## config.mk

```make
export PLATFORM = sky130hd
export DESIGN_NAME = gregorian_date_difference
export DESIGN_NICKNAME = d
export VERILOG_FILES = /design/src/rtl/core/gdd_pkg.sv /design/src/rtl/core/gdd_day_num.sv /design/src/rtl/core/gdd_diff.sv /design/src/rtl/core/gregorian_date_difference.sv
export SDC_FILE = /design/constraint.sdc
export NUM_CORES = 2
export LEC_CHECK = 0
export BUFFER_PORTS_ARGS = -buffer_cell sky130_fd_sc_hd__buf_2
export CORE_MARGIN = 4
export CORE_UTILIZATION = 55
export CTS_CLUSTER_SIZE = 24
export DETAILED_ROUTE_END_ITERATION = 8
export GPL_ROUTABILITY_DRIVEN = 0
export GPL_TIMING_DRIVEN = 0
export PLACE_DENSITY = 0.69
export SETUP_SLACK_MARGIN = 0.1
export SLEW_MARGIN = 20
export SYNTH_ARGS = -nofsm -noshare
export SYNTH_HDL_FRONTEND = slang
export SYNTH_SLANG_ARGS = --single-unit
```

## constraint.sdc

```tcl
create_clock -name aclk -period 8.9 [get_ports aclk]
set_input_delay 0.89 -clock aclk [delete_from_list [all_inputs] [get_ports aclk]]
set_output_delay 0.89 -clock aclk [all_outputs]
set_load 0.02 [all_outputs]
```

## src/rtl/core/gdd_pkg.sv

```systemverilog
package gdd_pkg;

    localparam int DAY_W   = 5;
    localparam int MONTH_W = 4;
    localparam int YEAR_W  = 14;
    localparam int DOY_W   = 9;
    localparam int DN_W    = 23;
    localparam int DIFF_W  = 23;

    localparam logic [YEAR_W-1:0] MAX_YEAR = 14'd9999;

    localparam logic [12:0] RECIP_25  = 13'd5243;
    localparam int          RECIP_SH  = 17;
    localparam int          Q25_W     = 10;
    localparam int          Q100_W    = 8;

    localparam logic [MONTH_W-1:0] MONTH_JAN = 4'd1;
    localparam logic [MONTH_W-1:0] MONTH_FEB = 4'd2;
    localparam logic [MONTH_W-1:0] MONTH_MAR = 4'd3;
    localparam logic [MONTH_W-1:0] MONTH_APR = 4'd4;
    localparam logic [MONTH_W-1:0] MONTH_MAY = 4'd5;
    localparam logic [MONTH_W-1:0] MONTH_JUN = 4'd6;
    localparam logic [MONTH_W-1:0] MONTH_JUL = 4'd7;
    localparam logic [MONTH_W-1:0] MONTH_AUG = 4'd8;
    localparam logic [MONTH_W-1:0] MONTH_SEP = 4'd9;
    localparam logic [MONTH_W-1:0] MONTH_OCT = 4'd10;
    localparam logic [MONTH_W-1:0] MONTH_NOV = 4'd11;
    localparam logic [MONTH_W-1:0] MONTH_DEC = 4'd12;

    typedef struct packed {
        logic s1;
        logic s2;
        logic s3;
        logic s4;
    } pipe_en_t;

    function automatic logic [DAY_W-1:0] month_len(input logic [MONTH_W-1:0] m,
                                                   input logic leap);
        logic [DAY_W-1:0] len;
        len = 5'd0;
        case (m)
            MONTH_JAN: len = 5'd31;
            MONTH_FEB: len = leap ? 5'd29 : 5'd28;
            MONTH_MAR: len = 5'd31;
            MONTH_APR: len = 5'd30;
            MONTH_MAY: len = 5'd31;
            MONTH_JUN: len = 5'd30;
            MONTH_JUL: len = 5'd31;
            MONTH_AUG: len = 5'd31;
            MONTH_SEP: len = 5'd30;
            MONTH_OCT: len = 5'd31;
            MONTH_NOV: len = 5'd30;
            MONTH_DEC: len = 5'd31;
            default:   len = 5'd0;
        endcase
        return len;
    endfunction

    // Days from March 1 to the first of the month, with the year starting in March.
    function automatic logic [DOY_W-1:0] month_offset(input logic [MONTH_W-1:0] m);
        logic [DOY_W-1:0] off;
        off = 9'd0;
        case (m)
            MONTH_MAR: off = 9'd0;
            MONTH_APR: off = 9'd31;
            MONTH_MAY: off = 9'd61;
            MONTH_JUN: off = 9'd92;
            MONTH_JUL: off = 9'd122;
            MONTH_AUG: off = 9'd153;
            MONTH_SEP: off = 9'd184;
            MONTH_OCT: off = 9'd214;
            MONTH_NOV: off = 9'd245;
            MONTH_DEC: off = 9'd275;
            MONTH_JAN: off = 9'd306;
            MONTH_FEB: off = 9'd337;
            default:   off = 9'd0;
        endcase
        return off;
    endfunction

endpackage

```

## src/rtl/core/gdd_day_num.sv

```systemverilog
module gdd_day_num (
    input  logic                          aclk,
    input  gdd_pkg::pipe_en_t             en,
    input  logic [gdd_pkg::DAY_W-1:0]     day,
    input  logic [gdd_pkg::MONTH_W-1:0]   month,
    input  logic [gdd_pkg::YEAR_W-1:0]    year,
    output logic [gdd_pkg::DN_W-1:0]      day_num,
    output logic                          date_ok
);

    logic [gdd_pkg::DAY_W-1:0]   day_reg;
    logic [gdd_pkg::MONTH_W-1:0] month_reg;
    logic [gdd_pkg::YEAR_W-1:0]  year_reg;
    logic [gdd_pkg::YEAR_W-1:0]  yy_reg;
    logic [gdd_pkg::Q25_W-1:0]   q25_reg;
    logic [gdd_pkg::Q100_W-1:0]  q100_reg;
    logic [gdd_pkg::DOY_W-1:0]   doy_reg;
    logic [gdd_pkg::DN_W-1:0]    day_num_reg;
    logic                        date_ok_reg;

    logic [gdd_pkg::YEAR_W-1:0]  yy_next;
    logic [26:0]                 prod_y;
    logic [24:0]                 prod_yy;
    logic [gdd_pkg::DOY_W-1:0]   doy_next;

    logic [14:0]                 y25_back;
    logic                        leap;
    logic                        month_ok;
    logic                        year_ok;
    logic                        day_ok;
    logic [gdd_pkg::DAY_W-1:0]   len;
    logic [gdd_pkg::DN_W-1:0]    day_num_next;
    logic [gdd_pkg::DN_W-1:0]    yy_ext;
    logic [gdd_pkg::DN_W-1:0]    q100_ext;

    always_comb begin
        yy_next  = (month <= gdd_pkg::MONTH_FEB) ? year - 14'd1 : year;
        prod_y   = 27'(year) * 27'(gdd_pkg::RECIP_25);
        prod_yy  = 25'(yy_next[gdd_pkg::YEAR_W-1:2]) * 25'(gdd_pkg::RECIP_25);
        doy_next = gdd_pkg::month_offset(month) + 9'(day) - 9'd1;
    end

    always_ff @(posedge aclk) begin
        if (en.s1) begin
            day_reg   <= day;
            month_reg <= month;
            year_reg  <= year;
            yy_reg    <= yy_next;
            q25_reg   <= prod_y[gdd_pkg::RECIP_SH +: gdd_pkg::Q25_W];
            q100_reg  <= prod_yy[gdd_pkg::RECIP_SH +: gdd_pkg::Q100_W];
            doy_reg   <= doy_next;
        end
    end

    always_comb begin
        y25_back = 15'(q25_reg) * 15'd25;
        leap     = (year_reg[1:0] == 2'd0) &&
                   ((y25_back != 15'(year_reg)) || (year_reg[3:0] == 4'd0));
        month_ok = (month_reg >= gdd_pkg::MONTH_JAN) && (month_reg <= gdd_pkg::MONTH_DEC);
        year_ok  = (year_reg != 14'd0) && (year_reg <= gdd_pkg::MAX_YEAR);
        len      = gdd_pkg::month_len(month_reg, leap);
        day_ok   = (day_reg != 5'd0) && (day_reg <= len);
        yy_ext   = gdd_pkg::DN_W'(yy_reg);
        q100_ext = gdd_pkg::DN_W'(q100_reg);
        day_num_next = yy_ext * 23'd365 + (yy_ext >> 2) - q100_ext + (q100_ext >> 2)
                     + gdd_pkg::DN_W'(doy_reg);
    end

    always_ff @(posedge aclk) begin
        if (en.s2) begin
            day_num_reg <= day_num_next;
            date_ok_reg <= month_ok && year_ok && day_ok;
        end
    end

    assign day_num = day_num_reg;
    assign date_ok = date_ok_reg;

endmodule

```

## src/rtl/core/gdd_diff.sv

```systemverilog
module gdd_diff (
    input  logic                           aclk,
    input  gdd_pkg::pipe_en_t              en,
    input  logic [gdd_pkg::DN_W-1:0]       start_num,
    input  logic [gdd_pkg::DN_W-1:0]       end_num,
    input  logic                           start_ok,
    input  logic                           end_ok,
    input  logic                           include_end,
    output logic [gdd_pkg::DIFF_W-1:0]     day_difference,
    output logic                           invalid_date
);

    localparam int RAW_W = gdd_pkg::DN_W + 1;
    localparam int ADJ_W = RAW_W + 1;
    localparam logic signed [ADJ_W-1:0] SAT_MAX = ADJ_W'((2 ** (gdd_pkg::DIFF_W - 1)) - 1);
    localparam logic signed [ADJ_W-1:0] SAT_MIN = -ADJ_W'(2 ** (gdd_pkg::DIFF_W - 1));

    logic signed [RAW_W-1:0]          diff_reg;
    logic                             inc_reg;
    logic                             bad_reg;
    logic [gdd_pkg::DIFF_W-1:0]       result_reg;
    logic                             invalid_reg;

    logic signed [ADJ_W-1:0]          adj;
    logic [gdd_pkg::DIFF_W-1:0]       result_next;

    always_ff @(posedge aclk) begin
        if (en.s3) begin
            diff_reg <= $signed({1'b0, end_num}) - $signed({1'b0, start_num});
            inc_reg  <= include_end;
            bad_reg  <= !(start_ok && end_ok);
        end
    end

    always_comb begin
        adj = ADJ_W'(diff_reg);
        if (inc_reg) begin
            adj = diff_reg[RAW_W-1] ? adj - ADJ_W'(1) : adj + ADJ_W'(1);
        end
        if (bad_reg) begin
            result_next = '0;
        end else if (adj > SAT_MAX) begin
            result_next = SAT_MAX[gdd_pkg::DIFF_W-1:0];
        end else if (adj < SAT_MIN) begin
            result_next = SAT_MIN[gdd_pkg::DIFF_W-1:0];
        end else begin
            result_next = adj[gdd_pkg::DIFF_W-1:0];
        end
    end

    always_ff @(posedge aclk) begin
        if (en.s4) begin
            result_reg  <= result_next;
            invalid_reg <= bad_reg;
        end
    end

    assign day_difference = result_reg;
    assign invalid_date   = invalid_reg;

endmodule

```

## src/rtl/core/gregorian_date_difference.sv

```systemverilog
// An accepted input word is registered in stages s1, s2, s3 and s4, in that order, to give its result word.
// Throughput: one word per cycle; a stall on the master side holds every
// stage in place, and a bubble in the pipe is filled while the output waits.
// Reset (aresetn low, synchronous) clears all stage valid bits; the data
// registers keep their contents.
module gregorian_date_difference (
    input  logic        aclk,
    input  logic        aresetn,
    input  logic        s_tvalid,
    output logic        s_tready,
    // start_day[4:0], start_month[8:5], start_year[22:9], end_day[27:23],
    // end_month[31:28], end_year[45:32], include_end[46], zero[47]
    input  logic [47:0] s_tdata,
    output logic        m_tvalid,
    input  logic        m_tready,
    // day_difference[22:0], zero[23]
    output logic [23:0] m_tdata,
    // invalid_date[0]
    output logic        m_tuser
);

    gdd_pkg::pipe_en_t en;

    logic v1_reg, v2_reg, v3_reg, v4_reg;
    logic inc1_reg, inc2_reg;

    logic [gdd_pkg::DN_W-1:0]   start_num;
    logic [gdd_pkg::DN_W-1:0]   end_num;
    logic                       start_ok;
    logic                       end_ok;
    logic [gdd_pkg::DIFF_W-1:0] day_difference;
    logic                       invalid_date;

    always_comb begin
        en.s4 = !v4_reg || m_tready;
        en.s3 = !v3_reg || en.s4;
        en.s2 = !v2_reg || en.s3;
        en.s1 = !v1_reg || en.s2;
    end

    assign s_tready = en.s1;

    always_ff @(posedge aclk) begin
        if (!aresetn) begin
            v1_reg <= 1'b0;
            v2_reg <= 1'b0;
            v3_reg <= 1'b0;
            v4_reg <= 1'b0;
        end else begin
            if (en.s1) begin
                v1_reg <= s_tvalid;
            end
            if (en.s2) begin
                v2_reg <= v1_reg;
            end
            if (en.s3) begin
                v3_reg <= v2_reg;
            end
            if (en.s4) begin
                v4_reg <= v3_reg;
            end
        end
    end

    always_ff @(posedge aclk) begin
        if (en.s1) begin
            inc1_reg <= s_tdata[46];
        end
        if (en.s2) begin
            inc2_reg <= inc1_reg;
        end
    end

    gdd_day_num u_start (
        .aclk    (aclk),
        .en      (en),
        .day     (s_tdata[4:0]),
        .month   (s_tdata[8:5]),
        .year    (s_tdata[22:9]),
        .day_num (start_num),
        .date_ok (start_ok)
    );

    gdd_day_num u_end (
        .aclk    (aclk),
        .en      (en),
        .day     (s_tdata[27:23]),
        .month   (s_tdata[31:28]),
        .year    (s_tdata[45:32]),
        .day_num (end_num),
        .date_ok (end_ok)
    );

    gdd_diff u_diff (
        .aclk           (aclk),
        .en             (en),
        .start_num      (start_num),
        .end_num        (end_num),
        .start_ok       (start_ok),
        .end_ok         (end_ok),
        .include_end    (inc2_reg),
        .day_difference (day_difference),
        .invalid_date   (invalid_date)
    );

    assign m_tvalid = v4_reg;
    assign m_tdata  = {1'b0, day_difference};
    assign m_tuser  = invalid_date;

endmodule

```

==> results.md <==
* Via density per instance at 5.29
* Type of the worst setup path: input pin to register
* Buffer depth of the longest clock path at 3
* Pin count of the biggest net entering global routing at 61
* Average instance area after synthesis at 10.6 um^2
* Num CTS Buffers at 29
* Post-Synthesis Cells at approximately 3200
* Antenna Nets Post-Route at 0
* Total negative slack at 0 ps
* Initial antenna violation count at 3
* Overall die height at 256 um
* Post-route DRC at 0
* Fraction of the mapped netlist area in adder cells at 50.5%
* Highest Clock Rate at 127 MHz
* Slew headroom at 26.5%
* Fraction of registers with async set or reset after synthesis at 0%
* Post-Route Skew at 19.4 ps
* FF+latch count, synth at 232
* Synthesized Nets at 4382
* Critical path launch point type: input pin
* Multiplexer area fraction after synthesis at less than 1%
* Total number of yosys warnings at 0
* Max stage delay on crit path at between 600 and 700 ps
* CTS tree: done
* Period minus WS final at between 7000 and 8000 ps
* Most common cell after layout, fill and taps aside: sky130_fd_sc_hd__inv_1
* Unrepaired setup endpoints after global routing: false
* Die X at roughly 260 um
* Number of H-tree levels at 1
* Run status: completed
* CP required at 9230 ps
* Detailed placement HPWL at 57.2 mm
* Routed wire length at ~65 mm
* Cell at the root of the clock tree: sky130_fd_sc_hd__clkbuf_16
* All-Layer GR Usage at 20.6%
* Source-to-sink clock delay at the later pin of the worst-skew pair at 580 ps
* EDFF count, synth at 228
* Portion of the post-synthesis area used by sequential elements at between 20% and 30%
* Effective utilization at floorplan at 55.8%
* Simple-Gate Fraction of Synth Area at under 10%
* Number of global-route vias before repair at ~24000
* Register-to-register setup slack at 3020 ps
* Grt ovf at 0
* Number of hold buffers added after cts at 0
* Cell with the biggest individual delay on the critical path: sky130_fd_sc_hd__a21boi_0
* Tcrit/Tclk final at just under 90%
* Hold Path Class: register to register
* Sum of buffers and inverters on the critical path at 4
* Largest register FFs at 24
* Dominant combinational cell family by area after synthesis: adder cells
* Final number of setup-violating endpoints at 0
* Unique masters post-synth at 72
* Most used flip-flop cell after synthesis: sky130_fd_sc_hd__edfxtp_1
* Largest fanout of any net on the critical path at 10
* Setup crit end kind: register
* Transition at the pin with the smallest max-transition slack at 1100 ps
* Compound-gate portion of the synthesized area at 8.70%
* Die area at 65600 um^2
* Number of pins with negative max-slew slack in the final report at 0
* Layout cell share with drive strength beyond 1 at 5.19%
* Nets@finish at 4492
* Reg clk slew, reported paths at 60 ps
* Synthesis-to-layout area growth at 7.16%
* Most used cell, CP: sky130_fd_sc_hd__fa_1
* Resized Gates After CTS at 0
* Hold violation count in the final report at 0
* Max-capacitance violation count at 0
* Crit path DAT at 8200 ps
* Leading cell types in the layout, fill and taps excluded: sky130_fd_sc_hd__inv_1 (819), sky130_fd_sc_hd__ha_1 (725), sky130_fd_sc_hd__fa_1 (402), sky130_fd_sc_hd__edfxtp_1 (228), sky130_fd_sc_hd__xnor2_1 (141)
* Wire per inst at 15.9 um
* Post-synthesis share of cell area spent on xor and xnor gates at 5.12%
* Cell row count at 90
* Iteration count of the initial detailed-routing pass at 6
* Mapped cell area at 33900 um^2
* I/O pin count at 79
* Post CTS Setup Buffer Count at 0
* Total via count in the routed design at 21802
* Clk sink count at 232
* Drt first-iter violations at 911
* Core footprint at 60700 um^2
* Count of input and output buffers at 76
* Global-route wire length before repair at ~110 mm
* Cell family with most CP delay: adder cells
## stage by stage
step	setup slack, ps	instances	hold WS, ps	cell area [um^2]	utilization [%]
6_report	1030	4120	419	36300	59.8
5_1_grt	475	4119	440	36300	59.8
4_1_cts	1050	4118	421	36300	59.8
3_5_place_dp	426	4064	407	35300	58.2
3_3_place_gp	570	4061	406	35200	58.1
2_1_floorplan	1630	3203	400	33900	-
## routing by layer
| metal | routed length [um] | global-route usage, % |
|---|---|---|
| met1 | 28800 | 26.3 |
| met2 | 33600 | 38.3 |
| met3 | 1600 | 1.89 |
| met4 | 1450 | 4.14 |
| met5 | 13 | 0 |
## worst paths after layout
| check | end | depth (start not counted) | from |
|---|---|---|---|
| worst max-delay path | u_start.q100_reg[7]$_DFFE_PP_ | 27 | s_tdata[8] |
| worst min-delay path | inc2_reg$_DFFE_PP_ | 0 | inc1_reg$_DFFE_PP_ |
| worst max register to register | u_start.day_num[21]$_DFFE_PP_ | 17 | u_start.yy_reg[3]$_DFFE_PP_ |
| worst min register to register | inc2_reg$_DFFE_PP_ | 0 | inc1_reg$_DFFE_PP_ |
## kinds of logic after synthesis
family                     after synthesis
AOI/OAI and AO/OA                      448
adders and majority gates             1127
muxes                                   28
xor gates and xnor gates               198
buffers and inverters                  836
other                                    1
and+or+nand+nor                        333
DFF                                    232
## area by class of cell
type	instances	area, um^2
Buffer	16	70.1
Clock buffer	29	726
Inverter	820	3080
Tap cell	782	978
Fill cell	4960	24400
Antenna cell	2	5.00
Clock inverter	25	253
Timing Repair Buffer	79	455
Multi-Input combinational cell	2135	23800
Sequential cell	232	6930
## cells in the mapped netlist (all sizes together), types with 10 or more instances
library cell	n	area share, %
edfxtp	228	20
a21oi	129	1.9
nor3	26	0.38
o21ai	90	1.3
nor2	64	0.72
a21o	60	1.3
mux2i	24	0.71
fa	402	24
xor2	57	1.5
inv	820	9.1
o21a	27	0.60
ha	725	27
o211ai	11	0.24
nand3	34	0.50
nor2b	19	0.35
and3	24	0.44
clkbuf	12	0.14
xnor2	141	3.6
a211oi	19	0.42
nand2b	21	0.39
a21boi	13	0.30
a31oi	13	0.26
o21bai	18	0.40
and2	11	0.20
or2	10	0.18
nand4	12	0.22
nand2	80	0.89
Power is not shown: default switching activity piles up to over one toggle a cycle in this logic, so the estimate is an artifact.
